==> config.mk <==
export PLATFORM = sky130hd
export DESIGN_NAME = knob_pulse_lockout_qualifier_flat
export DESIGN_NICKNAME = d
export VERILOG_FILES = /design/src/rtl/core/kplq_pkg.sv /design/src/rtl/core/kplq_if.sv /design/src/rtl/core/kplq_front.sv /design/src/rtl/core/kplq_queue.sv /design/src/rtl/core/kplq_back.sv /design/src/rtl/core/knob_pulse_lockout_qualifier.sv /design/src/flat_wrapper.sv
export VERILOG_INCLUDE_DIRS = /design/src /design/src/rtl/core
export SDC_FILE = /design/constraint.sdc
export NUM_CORES = 2
export LEC_CHECK = 0
export ABC_CLOCK_PERIOD_IN_PS = 30200
export BUFFER_PORTS_ARGS = -buffer_cell sky130_fd_sc_hd__buf_2
export CAP_MARGIN = 40
export CORE_MARGIN = 2
export CORE_UTILIZATION = 35
export DETAILED_ROUTE_END_ITERATION = 7
export PLACE_DENSITY = 0.6
export SYNTH_ARGS = -nofsm -noshare
export SYNTH_HDL_FRONTEND = slang
export SYNTH_SLANG_ARGS = --single-unit
==> constraint.sdc <==
create_clock -name clk -period 30.2 [get_ports clk]
set_clock_uncertainty 0.2 [all_clocks]
set_input_delay 1.51 -clock clk [delete_from_list [all_inputs] [get_ports clk]]
set_output_delay 1.51 -clock clk [all_outputs]
set_load 0.01 [all_outputs]
==> src/rtl/core/knob_pulse_lockout_qualifier_macros.svh <==
// Assertion macros shared by the knob pulse lockout qualifier RTL.
`ifndef KNOB_PULSE_LOCKOUT_QUALIFIER_MACROS_SVH
`define KNOB_PULSE_LOCKOUT_QUALIFIER_MACROS_SVH

`ifndef NO_ASSERTIONS
`define KPLQ_ASSERT_IMPLIES(label, clk, rst_n, ante, cons) \
    label: assert property (@(posedge clk) disable iff (!rst_n) (ante) |-> (cons)) \
        else $error("kplq assertion failed");
`define KPLQ_ASSERT_NEXT(label, clk, rst_n, ante, cons) \
    label: assert property (@(posedge clk) disable iff (!rst_n) (ante) |=> (cons)) \
        else $error("kplq assertion failed");
`else
`define KPLQ_ASSERT_IMPLIES(label, clk, rst_n, ante, cons)
`define KPLQ_ASSERT_NEXT(label, clk, rst_n, ante, cons)
`endif

`endif

==> src/rtl/core/kplq_pkg.sv <==
// Types and constants shared by the knob pulse lockout qualifier.
`default_nettype none

package kplq_pkg;

    typedef enum logic [1:0] {
        REQ_LEFT  = 2'd0,
        REQ_RIGHT = 2'd1,
        REQ_TAKE  = 2'd2,
        REQ_CLEAR = 2'd3
    } req_t;

    typedef enum logic [2:0] {
        V_CW     = 3'd0,
        V_CCW    = 3'd1,
        V_SAME   = 3'd2,
        V_OPP    = 3'd3,
        V_GLITCH = 3'd4,
        V_NONE   = 3'd5
    } verdict_t;

    localparam int CFG_INDEX_W = 2;
    localparam logic [CFG_INDEX_W-1:0] CFG_SAME_LOCKOUT = 2'd0;
    localparam logic [CFG_INDEX_W-1:0] CFG_OPP_LOCKOUT  = 2'd1;

    localparam logic [31:0] SAME_LOCKOUT_RESET = 32'd80000;
    localparam logic [31:0] OPP_LOCKOUT_RESET  = 32'd150000;

    // Elapsed times are capped at 65535000 us, which fits in 26 bits.
    localparam int ELAPSED_W = 26;
    localparam logic [ELAPSED_W-1:0] DT_CAP_US = 26'd65535000;

    // x / 1000 = ((x >> 3) * ceil(2^30 / 125)) >> 30 for x below 2^26.
    localparam int MS_PRE_SHIFT = 3;
    localparam int MS_RECIP_W   = 24;
    localparam logic [MS_RECIP_W-1:0] MS_RECIP = 24'd8589935;
    localparam int MS_SHIFT     = 30;
    localparam int MS_W         = 16;

    localparam int VERDICT_KINDS = 5;
    localparam int VERDICT_IDX_W = 3;

    localparam int QUEUE_DEPTH = 2;
    localparam int QUEUE_PTR_W = 1;
    localparam int QUEUE_CNT_W = 2;

    typedef struct packed {
        req_t                 req;
        logic                 left_level;
        logic                 right_level;
        verdict_t             verdict;
        logic [ELAPSED_W-1:0] e_same;
        logic [ELAPSED_W-1:0] e_opp;
    } entry_t;

endpackage

`default_nettype wire

==> src/rtl/core/kplq_if.sv <==
// Handshake interfaces for the pulse, result and configuration channels.
`default_nettype none

interface kplq_pulse_if #(parameter int TIME_WIDTH = 48);
    logic                  valid;
    logic                  ready;
    logic [1:0]            req_type;
    logic [TIME_WIDTH-1:0] now_us;
    logic                  left_level;
    logic                  right_level;

    modport source (output valid, output req_type, output now_us, output left_level,
                     output right_level, input ready);
    modport sink (input valid, input req_type, input now_us, input left_level,
                  input right_level, output ready);
endinterface

interface kplq_result_if #(parameter int COUNT_WIDTH = 32);
    logic                   valid;
    logic                   ready;
    logic                   pin_is_right;
    logic                   left_seen;
    logic                   right_seen;
    logic [2:0]             verdict;
    logic [15:0]            since_same_ms;
    logic [15:0]            since_opposite_ms;
    logic signed [31:0]     position_total;
    logic signed [31:0]     pending_delta;
    logic [COUNT_WIDTH-1:0] verdict_count;

    modport source (output valid, output pin_is_right, output left_seen, output right_seen,
                    output verdict, output since_same_ms, output since_opposite_ms,
                    output position_total, output pending_delta, output verdict_count,
                    input ready);
    modport sink (input valid, input pin_is_right, input left_seen, input right_seen,
                  input verdict, input since_same_ms, input since_opposite_ms,
                  input position_total, input pending_delta, input verdict_count,
                  output ready);
endinterface

interface kplq_cfg_if;
    logic                                valid;
    logic                                ready;
    logic [kplq_pkg::CFG_INDEX_W-1:0]    index;
    logic [31:0]                         data;

    modport source (output valid, output index, output data, input ready);
    modport sink (input valid, input index, input data, output ready);
endinterface

`default_nettype wire

==> src/rtl/core/kplq_front.sv <==
// Front end: takes pulse words, holds the lockout registers and accept times, classifies.
`default_nettype none

module kplq_front #(
    parameter int TIME_WIDTH = 48
) (
    input  wire logic           clk,
    input  wire logic           rst_n,
    kplq_pulse_if.sink          pulse,
    kplq_cfg_if.sink            cfg,
    input  wire logic           queue_ready,
    output logic                push,
    output kplq_pkg::entry_t    push_entry
);

    logic [31:0]           same_lock_reg;
    logic [31:0]           same_lock_next;
    logic [31:0]           opp_lock_reg;
    logic [31:0]           opp_lock_next;
    logic [TIME_WIDTH-1:0] left_time_reg;
    logic [TIME_WIDTH-1:0] left_time_next;
    logic [TIME_WIDTH-1:0] right_time_reg;
    logic [TIME_WIDTH-1:0] right_time_next;

    kplq_pkg::req_t        req;
    logic                  is_right;
    logic                  own_level;
    logic [TIME_WIDTH-1:0] own_time;
    logic [TIME_WIDTH-1:0] other_time;
    logic [TIME_WIDTH-1:0] e_same;
    logic [TIME_WIDTH-1:0] e_opp;
    logic [kplq_pkg::ELAPSED_W-1:0] e_same_cap;
    logic [kplq_pkg::ELAPSED_W-1:0] e_opp_cap;
    kplq_pkg::verdict_t    verdict;
    logic                  is_edge;

    assign pulse.ready = queue_ready;
    assign cfg.ready   = 1'b1;
    assign push        = pulse.valid && queue_ready;

    assign req        = kplq_pkg::req_t'(pulse.req_type);
    assign is_right   = (req == kplq_pkg::REQ_RIGHT);
    assign own_level  = is_right ? pulse.right_level : pulse.left_level;
    assign own_time   = is_right ? right_time_reg : left_time_reg;
    assign other_time = is_right ? left_time_reg : right_time_reg;
    assign e_same     = (pulse.now_us >= own_time) ? (pulse.now_us - own_time) : '0;
    assign e_opp      = (pulse.now_us >= other_time) ? (pulse.now_us - other_time) : '0;
    assign e_same_cap = (e_same > TIME_WIDTH'(kplq_pkg::DT_CAP_US)) ? kplq_pkg::DT_CAP_US
                      : e_same[kplq_pkg::ELAPSED_W-1:0];
    assign e_opp_cap  = (e_opp > TIME_WIDTH'(kplq_pkg::DT_CAP_US)) ? kplq_pkg::DT_CAP_US
                      : e_opp[kplq_pkg::ELAPSED_W-1:0];

    always_comb
    begin
        is_edge = 1'b0;
        verdict = kplq_pkg::V_NONE;
        unique case (req) inside
            kplq_pkg::REQ_LEFT, kplq_pkg::REQ_RIGHT:
            begin
                is_edge = 1'b1;
                if (own_level)
                begin
                    verdict = kplq_pkg::V_GLITCH;
                end
                else if (e_opp < TIME_WIDTH'(opp_lock_reg))
                begin
                    verdict = kplq_pkg::V_OPP;
                end
                else if (e_same < TIME_WIDTH'(same_lock_reg))
                begin
                    verdict = kplq_pkg::V_SAME;
                end
                else
                begin
                    verdict = is_right ? kplq_pkg::V_CW : kplq_pkg::V_CCW;
                end
            end
            default:
            begin
                is_edge = 1'b0;
                verdict = kplq_pkg::V_NONE;
            end
        endcase
    end

    always_comb
    begin
        push_entry.req         = req;
        push_entry.left_level  = pulse.left_level;
        push_entry.right_level = pulse.right_level;
        push_entry.verdict     = verdict;
        push_entry.e_same      = is_edge ? e_same_cap : '0;
        push_entry.e_opp       = is_edge ? e_opp_cap : '0;
    end

    always_comb
    begin
        left_time_next  = left_time_reg;
        right_time_next = right_time_reg;
        if (push && (verdict == kplq_pkg::V_CW))
        begin
            right_time_next = pulse.now_us;
        end
        if (push && (verdict == kplq_pkg::V_CCW))
        begin
            left_time_next = pulse.now_us;
        end
    end

    always_comb
    begin
        same_lock_next = same_lock_reg;
        opp_lock_next  = opp_lock_reg;
        if (cfg.valid)
        begin
            if (cfg.index == kplq_pkg::CFG_SAME_LOCKOUT)
            begin
                same_lock_next = cfg.data;
            end
            if (cfg.index == kplq_pkg::CFG_OPP_LOCKOUT)
            begin
                opp_lock_next = cfg.data;
            end
        end
    end

    always_ff @(posedge clk or negedge rst_n)
    begin
        if (!rst_n)
        begin
            same_lock_reg  <= kplq_pkg::SAME_LOCKOUT_RESET;
            opp_lock_reg   <= kplq_pkg::OPP_LOCKOUT_RESET;
            left_time_reg  <= '0;
            right_time_reg <= '0;
        end
        else
        begin
            same_lock_reg  <= same_lock_next;
            opp_lock_reg   <= opp_lock_next;
            left_time_reg  <= left_time_next;
            right_time_reg <= right_time_next;
        end
    end

endmodule

`default_nettype wire

==> src/rtl/core/kplq_queue.sv <==
// Two-entry queue that decouples the classifier from the statistics stage.
`default_nettype none

`include "knob_pulse_lockout_qualifier_macros.svh"

module kplq_queue (
    input  wire logic              clk,
    input  wire logic              rst_n,
    input  wire logic              push,
    input  wire kplq_pkg::entry_t  push_entry,
    output logic                   push_ready,
    input  wire logic              pop,
    output kplq_pkg::entry_t       pop_entry,
    output logic                   pop_valid
);

    kplq_pkg::entry_t                    mem_reg [kplq_pkg::QUEUE_DEPTH];
    logic [kplq_pkg::QUEUE_PTR_W-1:0]    wr_ptr_reg;
    logic [kplq_pkg::QUEUE_PTR_W-1:0]    wr_ptr_next;
    logic [kplq_pkg::QUEUE_PTR_W-1:0]    rd_ptr_reg;
    logic [kplq_pkg::QUEUE_PTR_W-1:0]    rd_ptr_next;
    logic [kplq_pkg::QUEUE_CNT_W-1:0]    count_reg;
    logic [kplq_pkg::QUEUE_CNT_W-1:0]    count_next;

    assign push_ready = (count_reg < kplq_pkg::QUEUE_CNT_W'(kplq_pkg::QUEUE_DEPTH));
    assign pop_valid  = (count_reg != '0);
    assign pop_entry  = mem_reg[rd_ptr_reg];

    always_comb
    begin
        wr_ptr_next = push ? wr_ptr_reg + 1'b1 : wr_ptr_reg;
        rd_ptr_next = pop ? rd_ptr_reg + 1'b1 : rd_ptr_reg;
        count_next  = count_reg;
        if (push && !pop)
        begin
            count_next = count_reg + 1'b1;
        end
        else if (pop && !push)
        begin
            count_next = count_reg - 1'b1;
        end
    end

    always_ff @(posedge clk)
    begin
        if (push)
        begin
            mem_reg[wr_ptr_reg] <= push_entry;
        end
    end

    always_ff @(posedge clk or negedge rst_n)
    begin
        if (!rst_n)
        begin
            wr_ptr_reg <= '0;
            rd_ptr_reg <= '0;
            count_reg  <= '0;
        end
        else
        begin
            wr_ptr_reg <= wr_ptr_next;
            rd_ptr_reg <= rd_ptr_next;
            count_reg  <= count_next;
        end
    end

    `KPLQ_ASSERT_IMPLIES(a_no_overflow, clk, rst_n, push, count_reg < kplq_pkg::QUEUE_CNT_W'(kplq_pkg::QUEUE_DEPTH))
    `KPLQ_ASSERT_IMPLIES(a_no_underflow, clk, rst_n, pop, count_reg != '0)

endmodule

`default_nettype wire

==> src/rtl/core/kplq_back.sv <==
// Back end: millisecond conversion, counters, delta and total, and the output register.
`default_nettype none

`include "knob_pulse_lockout_qualifier_macros.svh"

module kplq_back #(
    parameter int COUNT_WIDTH = 32
) (
    input  wire logic              clk,
    input  wire logic              rst_n,
    input  wire logic              pop_valid,
    input  wire kplq_pkg::entry_t  pop_entry,
    output logic                   pop,
    kplq_result_if.source          result
);

    localparam int PROD_W = kplq_pkg::ELAPSED_W - kplq_pkg::MS_PRE_SHIFT + kplq_pkg::MS_RECIP_W;

    logic [COUNT_WIDTH-1:0] counter_reg [kplq_pkg::VERDICT_KINDS];
    logic [COUNT_WIDTH-1:0] counter_next [kplq_pkg::VERDICT_KINDS];
    logic signed [31:0]     delta_reg;
    logic signed [31:0]     delta_next;
    logic signed [31:0]     total_reg;
    logic signed [31:0]     total_next;
    logic                   out_valid_reg;
    logic                   out_valid_next;

    logic                   pin_is_right_reg;
    logic                   left_seen_reg;
    logic                   right_seen_reg;
    logic [2:0]             verdict_reg;
    logic [15:0]            since_same_reg;
    logic [15:0]            since_opp_reg;
    logic signed [31:0]     pend_reg;
    logic signed [31:0]     pend_next;
    logic [COUNT_WIDTH-1:0] vcount_reg;
    logic [COUNT_WIDTH-1:0] vcount_next;

    logic [kplq_pkg::VERDICT_IDX_W-1:0] idx;
    logic [COUNT_WIDTH-1:0]             cnt_inc;
    logic [PROD_W-1:0]                  prod_same;
    logic [PROD_W-1:0]                  prod_opp;

    assign pop  = pop_valid && (!out_valid_reg || result.ready);
    assign idx  = pop_entry.verdict;

    assign prod_same = PROD_W'(pop_entry.e_same[kplq_pkg::ELAPSED_W-1:kplq_pkg::MS_PRE_SHIFT])
                     * PROD_W'(kplq_pkg::MS_RECIP);
    assign prod_opp  = PROD_W'(pop_entry.e_opp[kplq_pkg::ELAPSED_W-1:kplq_pkg::MS_PRE_SHIFT])
                     * PROD_W'(kplq_pkg::MS_RECIP);

    always_comb
    begin
        counter_next   = counter_reg;
        delta_next     = delta_reg;
        total_next     = total_reg;
        pend_next      = delta_reg;
        vcount_next    = '0;
        cnt_inc        = counter_reg[idx] + 1'b1;
        out_valid_next = out_valid_reg;
        if (pop)
        begin
            out_valid_next = 1'b1;
            unique case (pop_entry.req) inside
                kplq_pkg::REQ_LEFT, kplq_pkg::REQ_RIGHT:
                begin
                    counter_next[idx] = cnt_inc;
                    vcount_next       = cnt_inc;
                    if (pop_entry.verdict == kplq_pkg::V_CW)
                    begin
                        delta_next = delta_reg + 32'sd1;
                        total_next = total_reg + 32'sd1;
                    end
                    else if (pop_entry.verdict == kplq_pkg::V_CCW)
                    begin
                        delta_next = delta_reg - 32'sd1;
                        total_next = total_reg - 32'sd1;
                    end
                    pend_next = delta_next;
                end
                kplq_pkg::REQ_TAKE:
                begin
                    delta_next = '0;
                end
                kplq_pkg::REQ_CLEAR:
                begin
                    delta_next = '0;
                    total_next = '0;
                    for (int i = 0; i < kplq_pkg::VERDICT_KINDS; i++)
                    begin
                        counter_next[i] = '0;
                    end
                end
                default:
                begin
                    delta_next = delta_reg;
                end
            endcase
        end
        else if (result.ready)
        begin
            out_valid_next = 1'b0;
        end
    end

    always_ff @(posedge clk)
    begin
        if (pop)
        begin
            pin_is_right_reg <= (pop_entry.req == kplq_pkg::REQ_RIGHT);
            left_seen_reg    <= pop_entry.left_level;
            right_seen_reg   <= pop_entry.right_level;
            verdict_reg      <= pop_entry.verdict;
            since_same_reg   <= prod_same[kplq_pkg::MS_SHIFT +: kplq_pkg::MS_W];
            since_opp_reg    <= prod_opp[kplq_pkg::MS_SHIFT +: kplq_pkg::MS_W];
            pend_reg         <= pend_next;
            vcount_reg       <= vcount_next;
        end
    end

    always_ff @(posedge clk or negedge rst_n)
    begin
        if (!rst_n)
        begin
            for (int i = 0; i < kplq_pkg::VERDICT_KINDS; i++)
            begin
                counter_reg[i] <= '0;
            end
            delta_reg     <= '0;
            total_reg     <= '0;
            out_valid_reg <= 1'b0;
        end
        else
        begin
            counter_reg   <= counter_next;
            delta_reg     <= delta_next;
            total_reg     <= total_next;
            out_valid_reg <= out_valid_next;
        end
    end

    assign result.valid             = out_valid_reg;
    assign result.pin_is_right      = pin_is_right_reg;
    assign result.left_seen         = left_seen_reg;
    assign result.right_seen        = right_seen_reg;
    assign result.verdict           = verdict_reg;
    assign result.since_same_ms     = since_same_reg;
    assign result.since_opposite_ms = since_opp_reg;
    assign result.position_total    = total_reg;
    assign result.pending_delta     = pend_reg;
    assign result.verdict_count     = vcount_reg;

    `KPLQ_ASSERT_NEXT(a_pop_loads, clk, rst_n, pop, out_valid_reg)
    `KPLQ_ASSERT_NEXT(a_clear_zeroes, clk, rst_n, pop && (pop_entry.req == kplq_pkg::REQ_CLEAR), (total_reg == '0) && (delta_reg == '0) && (result.verdict_count == '0))
    `KPLQ_ASSERT_IMPLIES(a_none_for_cmds, clk, rst_n, pop && ((pop_entry.req == kplq_pkg::REQ_TAKE) || (pop_entry.req == kplq_pkg::REQ_CLEAR)), pop_entry.verdict == kplq_pkg::V_NONE)

endmodule

`default_nettype wire

==> src/rtl/core/knob_pulse_lockout_qualifier.sv <==
// A taken pulse word is stored in the queue, then its result word in the output register.
// Throughput: one word per cycle while the queue has room; accept times update on intake.
// A two-entry queue lets intake continue while a finished word waits to be taken.
// Reset clears accept times, delta, total and counters and loads the lockouts with 80000
// and 150000 us; the block can take words as soon as reset is released.
`default_nettype none

module knob_pulse_lockout_qualifier #(
    parameter int TIME_WIDTH  = 48,
    parameter int COUNT_WIDTH = 32
) (
    input  wire logic      clk,
    input  wire logic      rst_n,
    kplq_pulse_if.sink     pulse,
    kplq_result_if.source  result,
    kplq_cfg_if.sink       cfg
);

    logic             push;
    logic             push_ready;
    logic             pop;
    logic             pop_valid;
    kplq_pkg::entry_t push_entry;
    kplq_pkg::entry_t pop_entry;

    kplq_front #(
        .TIME_WIDTH (TIME_WIDTH)
    ) u_front (
        .clk         (clk),
        .rst_n       (rst_n),
        .pulse       (pulse),
        .cfg         (cfg),
        .queue_ready (push_ready),
        .push        (push),
        .push_entry  (push_entry)
    );

    kplq_queue u_queue (
        .clk        (clk),
        .rst_n      (rst_n),
        .push       (push),
        .push_entry (push_entry),
        .push_ready (push_ready),
        .pop        (pop),
        .pop_entry  (pop_entry),
        .pop_valid  (pop_valid)
    );

    kplq_back #(
        .COUNT_WIDTH (COUNT_WIDTH)
    ) u_back (
        .clk       (clk),
        .rst_n     (rst_n),
        .pop_valid (pop_valid),
        .pop_entry (pop_entry),
        .pop       (pop),
        .result    (result)
    );

endmodule

`default_nettype wire

==> src/flat_wrapper.sv <==
// flat-port wrapper written by rule: the top's interface ports become plain ports
module knob_pulse_lockout_qualifier_flat 
#(
    parameter int TIME_WIDTH  = 48,
    parameter int COUNT_WIDTH = 32
)
  (clk, rst_n, pulse_valid, pulse_req_type, pulse_now_us, pulse_left_level, pulse_right_level, pulse_ready, result_valid, result_pin_is_right, result_left_seen, result_right_seen, result_verdict, result_since_same_ms, result_since_opposite_ms, result_position_total, result_pending_delta, result_verdict_count, result_ready, cfg_valid, cfg_index, cfg_data, cfg_ready);
  kplq_pulse_if #(.TIME_WIDTH(TIME_WIDTH)) pulse_i ();
  kplq_result_if #(.COUNT_WIDTH(COUNT_WIDTH)) result_i ();
  kplq_cfg_if cfg_i ();
  input  wire logic clk;
  input  wire logic rst_n;
  input wire logic [$bits(pulse_i.valid)-1:0] pulse_valid;
  input wire logic [$bits(pulse_i.req_type)-1:0] pulse_req_type;
  input wire logic [$bits(pulse_i.now_us)-1:0] pulse_now_us;
  input wire logic [$bits(pulse_i.left_level)-1:0] pulse_left_level;
  input wire logic [$bits(pulse_i.right_level)-1:0] pulse_right_level;
  output wire logic [$bits(pulse_i.ready)-1:0] pulse_ready;
  output wire logic [$bits(result_i.valid)-1:0] result_valid;
  output wire logic [$bits(result_i.pin_is_right)-1:0] result_pin_is_right;
  output wire logic [$bits(result_i.left_seen)-1:0] result_left_seen;
  output wire logic [$bits(result_i.right_seen)-1:0] result_right_seen;
  output wire logic [$bits(result_i.verdict)-1:0] result_verdict;
  output wire logic [$bits(result_i.since_same_ms)-1:0] result_since_same_ms;
  output wire logic [$bits(result_i.since_opposite_ms)-1:0] result_since_opposite_ms;
  output wire logic [$bits(result_i.position_total)-1:0] result_position_total;
  output wire logic [$bits(result_i.pending_delta)-1:0] result_pending_delta;
  output wire logic [$bits(result_i.verdict_count)-1:0] result_verdict_count;
  input wire logic [$bits(result_i.ready)-1:0] result_ready;
  input wire logic [$bits(cfg_i.valid)-1:0] cfg_valid;
  input wire logic [$bits(cfg_i.index)-1:0] cfg_index;
  input wire logic [$bits(cfg_i.data)-1:0] cfg_data;
  output wire logic [$bits(cfg_i.ready)-1:0] cfg_ready;
  assign pulse_i.valid = pulse_valid;
  assign pulse_i.req_type = pulse_req_type;
  assign pulse_i.now_us = pulse_now_us;
  assign pulse_i.left_level = pulse_left_level;
  assign pulse_i.right_level = pulse_right_level;
  assign pulse_ready = pulse_i.ready;
  assign result_valid = result_i.valid;
  assign result_pin_is_right = result_i.pin_is_right;
  assign result_left_seen = result_i.left_seen;
  assign result_right_seen = result_i.right_seen;
  assign result_verdict = result_i.verdict;
  assign result_since_same_ms = result_i.since_same_ms;
  assign result_since_opposite_ms = result_i.since_opposite_ms;
  assign result_position_total = result_i.position_total;
  assign result_pending_delta = result_i.pending_delta;
  assign result_verdict_count = result_i.verdict_count;
  assign result_i.ready = result_ready;
  assign cfg_i.valid = cfg_valid;
  assign cfg_i.index = cfg_index;
  assign cfg_i.data = cfg_data;
  assign cfg_ready = cfg_i.ready;
  knob_pulse_lockout_qualifier #(.TIME_WIDTH(TIME_WIDTH), .COUNT_WIDTH(COUNT_WIDTH)) u_core (.clk(clk), .rst_n(rst_n), .pulse(pulse_i), .result(result_i), .cfg(cfg_i));
endmodule
## Word-level counts from Yosys, hierarchy flattened

Memory sizes are Yosys's and may differ from the RTL's.
Index checks and enable logic that the tools add are counted.

- Bits in registers: 491
- Bits in latches: 0
- Bits in writable memories: 118
- Memory bits (read-only): 0
- Input port bits: 91
- Memories kept: 1

- $add $sub $neg: 11
- Multipliers: 2
- Div/mod/pow operators: 0
- Order comparisons: 9
- Eq/ne operators: 8
- Shift operators: 0
- Multiplexer cells: 35
- Bitwise gates (word level): 1
- Reductions and logical operators: 29

Memories:

| memory | words | width | rd ports | clocked after Yosys merged registers in | write ports | RTL line | RTL |
|---|---|---|---|---|---|---|---|
| u_core.u_queue.mem_reg | 2 | 59 | 1 | 0 | 1 | kplq_queue.sv:17 | `kplq_pkg::entry_t mem_reg [kplq_pkg::QUEUE_DEPTH];` |

Operators by type and width:

| kind | count |
|---|---|
| 160-bit case mux with 2 select lines | 1 |
| 32-bit 2-to-1 mux | 8 |
| 48-bit 2-to-1 mux | 4 |
| 160-bit bitwise mux | 1 |
| 32-bit case mux with 2 select lines | 2 |
| 26-bit 2-to-1 mux | 4 |
| 32-bit binary-select mux with 3-bit select | 1 |
| 32-bit demux with 3-bit select | 1 |
| 48-bit greater-or-equal comparator | 2 |
| 48-bit by 26-bit greater-than comparator with 1-bit output (second input constant) | 2 |
| 48-bit by 32-bit < comparator with 1-bit output | 2 |
| 48-bit subtractor | 2 |
| 23-bit by 24-bit multiplier with 46-bit output (second input constant) | 2 |
| 32-bit by 2-bit adder with 32-bit output (second input constant) | 2 |
| 32-bit by 2-bit subtractor with 32-bit output (second input constant) | 2 |
| 32-bit by 1-bit adder with 32-bit output (second input constant) | 1 |
| 2-bit nonzero test | 5 |
| 3-bit 2-to-1 mux | 3 |
| 2-bit AND reduction | 4 |
| 1-bit logical AND | 7 |
| 1-bit 2-to-1 mux | 7 |
| 2-bit by 1-bit == test with 1-bit output (second input constant) | 3 |
| 3-bit by 1-bit == test with 1-bit output (second input constant) | 2 |
| 2-bit zero test | 3 |
| 15 further kinds | 24 |

## Logic depth before layout (Yosys ltp)

- Word-level depth: 11
- Depth in mapped cells: 34
- Depth with buffers taken out: 29

## Modules after synthesis

Synthesis repeated with hierarchy kept, for this count alone.

- Cells, all modules: 5117
- Area, all modules: 52559.2 µm²

Modules (own cells, without submodules):

| module | times used | cells each | area an instance (µm²) | seq. area each (µm²) |
|---|---|---|---|---|
| kplq_back | 1 | 3073 | 31999.4 | 8693.3 |
| kplq_front | 1 | 1844 | 15812.7 | 4020.1 |
| kplq_queue | 1 | 200 | 4747.1 | 3643.5 |

## Least setup slack after synthesis

OpenSTA, ideal clock, no wires.

- Path type: flip-flop to flip-flop
- From: register u_core.u_queue.rd_ptr_reg
- To: register u_core.u_back.since_same_reg[15], in the netlist u_core.u_back.result.since_same_ms[15], data pin
- Library setup time: 0.268 ns
- Data arrival time: 9.014 ns
- Required time: 29.732 ns
- Setup slack: 20.718 ns
- Stages on the path, launching flop included: 32
- Path buffers: 5
- Cells stage by stage: dfrtp_1 buf_2 clkbuf_1 buf_1 clkbuf_1 buf_1 mux2i_1 inv_1 fa_1 fa_1 inv_1 fa_1 inv_1 fa_1 fa_1 fa_1 inv_1 fa_1 inv_1 ha_1 a211o_1 a221oi_1 or3b_2 o2111ai_1 and3_1 nor3_1 o211a_1 o21a_1 o21ai_0 a21oi_1 a21oi_1 xnor3_1

- Longest elaborated chain between the ends: 2

Ends and longest elaborated chain:

| what | RTL line | RTL |
|---|---|---|
| start, declared | kplq_queue.sv:20 | `logic [kplq_pkg::QUEUE_PTR_W-1:0] rd_ptr_reg;` |
| start signal, assigned | kplq_queue.sv:63 | `rd_ptr_reg <= rd_ptr_next;` |
| memory read 2 x 59 bit | - |  |
| 23-bit by 24-bit multiplier with 46-bit output | kplq_back.sv:48 | `* PROD_W'(kplq_pkg::MS_RECIP);` |
| via u_core.u_back.prod_same[45] | kplq_back.sv:41 | `logic [PROD_W-1:0] prod_same;` |
| end signal, assigned | kplq_back.sv:114 | `since_same_reg <= prod_same[kplq_pkg::MS_SHIFT +: kplq_pkg::MS_W];` |
| end, declared | kplq_back.sv:32 | `logic [15:0] since_same_reg;` |

The timed path passes the listed nets, and every way through them passes these cells.
A chain may end at the register's enable or synchronous reset.

## Worst setup path after layout

Ends and elaborated chain as after synthesis.

==> metrics.md <==
| Metric | Value |
|---|---|
| Outcome | `completed` |
| Ratio of cells with drive above 1 in the final layout | `12.0%` |
| Die width | `385 microns` |
| Worst path slowest cell | `dfrtp_4` |
| CTS clk-pin slew, worst paths | `0.06 ns` |
| H-tree depth | `3` |
| Number of port buffers | `226` |
| Crit path max fanout | `43` |
| Placer Congestion | `0.928` |
| Max Freq | `104 MHz` |
| Max Slew Vio Count | `0` |
| Adder-cell share of the synthesized area | `28.7%` |
| Worst-margin pin slew | `0.977 ns` |
| Clock insertion delay at the later pin of the skew report | `0.66 ns` |
| Gr usage total | `19.1%` |
| Largest family of logic cells by synthesized area | `adder cells` |
| # clock sinks | `597` |
| Post-layout min period | `9.60 ns` |
| CP most frequent cell | `fa_1` |
| First-pass GRT wire length | `222 mm` |
| WP buf/inv | `6` |
| CTS tree | `yes` |
| Worst-case clock buffer depth | `3` |
| Slowest stage delay, CP | `0.84 ns` |
| Post-CTS Setup Bufs | `0` |
| RSZ-0062 raised after global routing | `no` |
| CP Launch Type | `flop` |
| Flop and latch count out of synthesis | `597` |
| DP Wirelength | `110 mm` |
| Total wire length | `142 mm` |
| Async S/R FF share, synth | `65.2%` |
| XOR/XNOR Fraction of Synth Area | `3.15%` |
| WP data required | `30.39 ns` |
| Hold WC Path Type | `flop to flop` |
| Detailed Route Iter0 Violations | `2,501` |
| Number of global-route vias before repair | `38,400` |
| Post-synthesis sequential area ratio | `31.5%` |
| Max-Cap Viols | `0` |
| Core footprint | `144,000 sq um` |
| Synth cell types | `106` |
| # rows | `139` |
| Setup tns final | `0 ns` |
| Initial core utilization | `35.3%` |
| Syn avg cell area | `10.1 sq um` |
| TritonCTS Buffers | `73` |
| Clock root cell | `clkbuf_16` |
| Fin. Hold Viols | `0` |
| Die H | `385 microns` |
| Vias per cell | `5.25` |
| Slew margin rel. | `34.8%` |
| Crit. End Element | `flop` |
| Crit path arrival time | `9.79 ns` |
| Ports | `228` |
| Hold Buf Count CTS | `0` |
| EDFF count, synth | `208` |
| Mux contribution to synthesized area | `6.65%` |
| Compound-gate portion of the synthesized area | `13.4%` |
| Post-cts resize count | `0` |
| Syn nets | `6,096` |
| DRT antenna net count | `0` |
| Post-synthesis instance total | `5,027` |
| CP delay by family, top | `adder cells` |
| Fill count | `14,100` |
| Initial antenna violation count | `30` |
| Mapped Area | `50,800 sq um` |
| Ys flop type | `dfrtp_1` |
| Area Growth Syn to Fin | `11.6%` |
| Nets | `6,271` |
| Setup-failing EPs final | `0` |
| Vias | `37,600` |
| Max reg flops | `160` |
| Drt pass-1 iters | `5` |
| Pin count of the biggest net entering global routing | `123` |
| Tcrit/Tclk final | `31.8%` |
| Gr ovfl total | `0` |
| Drt drc | `0` |
| Crit path kind | `flop to flop` |
| Wire per inst | `19.8 microns` |
| Die ar. | `148,000 sq um` |
| Synth Area in Simple Gates | `9.76%` |
| Synth warn | `0` |
-- worst paths after layout --
kind	cells past startpoint	end	from	slack [ns]
min in group asynchronous	1	u_core.u_back.counter_reg[146]	rst_n	0.72
worst min-delay path	2	u_core.u_back.counter_reg[11]	u_core.u_back.counter_reg[11]	0.28
max in group asynchronous	5	u_core.u_back.result.position_total[7]	rst_n	27.13
worst max-delay path	27	u_core.u_back.result.since_same_ms[15]	u_core.u_queue.rd_ptr_reg	20.60
worst min register to register	2	u_core.u_back.counter_reg[11]	u_core.u_back.counter_reg[11]	0.28
worst max register to register	27	u_core.u_back.result.since_same_ms[15]	u_core.u_queue.rd_ptr_reg	20.60
-- worst reg2reg max path, delay by kind of cell (launching register included) --
family          cells  cell delay [ns]
xor+xnor            1             0.24
fa+ha+maj           8             3.59
flops               1             0.84
compound gates      8             1.95
simple gates        3             0.80
buf+inv             6             1.25
mux                 1             0.46
-- layout make-up --
| class | instances | area [sq um] | area share, % |
|---|---|---|---|
| Clock inverter | 35 | 460 | 0.811 |
| Inverter | 729 | 2740 | 4.83 |
| Sequential cell | 597 | 16000 | 28.2 |
| Timing Repair Buffer | 274 | 1670 | 2.94 |
| Multi-Input combinational cell | 3527 | 31500 | 55.5 |
| Antenna cell | 5 | 12.5 | 0.0221 |
| Tap cell | 1903 | 2380 | 4.20 |
| Clock buffer | 101 | 2000 | 3.53 |
-- cells by family after synthesis --
family,count (synthesis)
compound gates,1022
xor+xnor,181
fa+ha+maj,978
buf+inv,903
flops,597
mux,297
other cells,1
simple gates,1048
-- cell usage in the layout (no fill, tap or decap), types with 54 or more instances in the layout --
| cell type | n |
|---|---|
| buf_2 | 225 |
| mux2_2 | 124 |
| o21ai_0 | 246 |
| nor2_1 | 229 |
| xor2_1 | 75 |
| edfxtp_1 | 208 |
| clkbuf_16 | 74 |
| a21oi_1 | 234 |
| a22o_1 | 124 |
| dfrtp_1 | 375 |
| nand3_1 | 54 |
| mux2i_1 | 136 |
| nor3_1 | 58 |
| inv_1 | 726 |
| a21o_1 | 96 |
| nand4_1 | 57 |
| nand2_1 | 384 |
| fa_1 | 314 |
| xnor2_1 | 105 |
| ha_1 | 664 |
-- stage by stage --
step / cells / utilization (%) / hold slack, ns / worst slack, ns / area [sq um]
floorplan: 5027 / - / 0.245 / 20.72 / 50800
global placement: 7018 / 37.6 / 0.261 / 20.77 / 54000
detailed placement: 7030 / 37.7 / 0.271 / 20.60 / 54300
CTS: 7166 / 39.4 / 0.283 / 20.53 / 56700
global route: 7168 / 39.4 / 0.296 / 19.99 / 56700
finish: 7171 / 39.5 / 0.279 / 20.60 / 56700
-- cell usage after synthesis (13+ instances only) --
master / instances / share of area (%)
edfxtp_1: 208 / 12
a21oi_1: 234 / 2.3
a21o_1: 96 / 1.4
dfrtp_1: 376 / 19
fa_1: 314 / 12
nand4_1: 57 / 0.70
a22oi_1: 22 / 0.32
mux2i_1: 138 / 2.7
xor2_1: 75 / 1.3
clkbuf_1: 122 / 0.90
and3_1: 39 / 0.48
a31oi_1: 26 / 0.32
o21bai_1: 18 / 0.27
dfstp_2: 13 / 0.67
xnor2_1: 105 / 1.8
nor2b_1: 21 / 0.26
ha_1: 664 / 16
a22o_1: 124 / 2.1
nand2b_1: 38 / 0.47
mux2_4: 20 / 0.59
buf_2: 28 / 0.28
nand2_1: 384 / 2.8
mux2_2: 124 / 2.7
a211oi_1: 17 / 0.25
nand3_1: 54 / 0.53
o31ai_1: 31 / 0.46
o21a_1: 33 / 0.49
and2_1: 44 / 0.54
or2_2: 29 / 0.36
buf_1: 16 / 0.12
nor3_1: 61 / 0.60
o21ai_0: 246 / 2.4
nor2_1: 231 / 1.7
o211ai_1: 21 / 0.31
inv_1: 727 / 5.4
or3_1: 27 / 0.33
nor4_1: 20 / 0.25
-- layer usage --
| metal | up-vias | routed length [microns] | global-route usage, % |
|---|---|---|---|
| met4 | 42 | 3360 | 4.77 |
| met1 | 18700 | 65500 | 26.8 |
| met5 | - | 274 | 0 |
| met2 | 899 | 62600 | 29.6 |
| met3 | 216 | 9980 | 4.51 |
| li1 | 17800 | - | - |
Power is left out: the tool's default activity adds up to more than one toggle a clock period on the data nets, which glitch-free logic cannot reach.
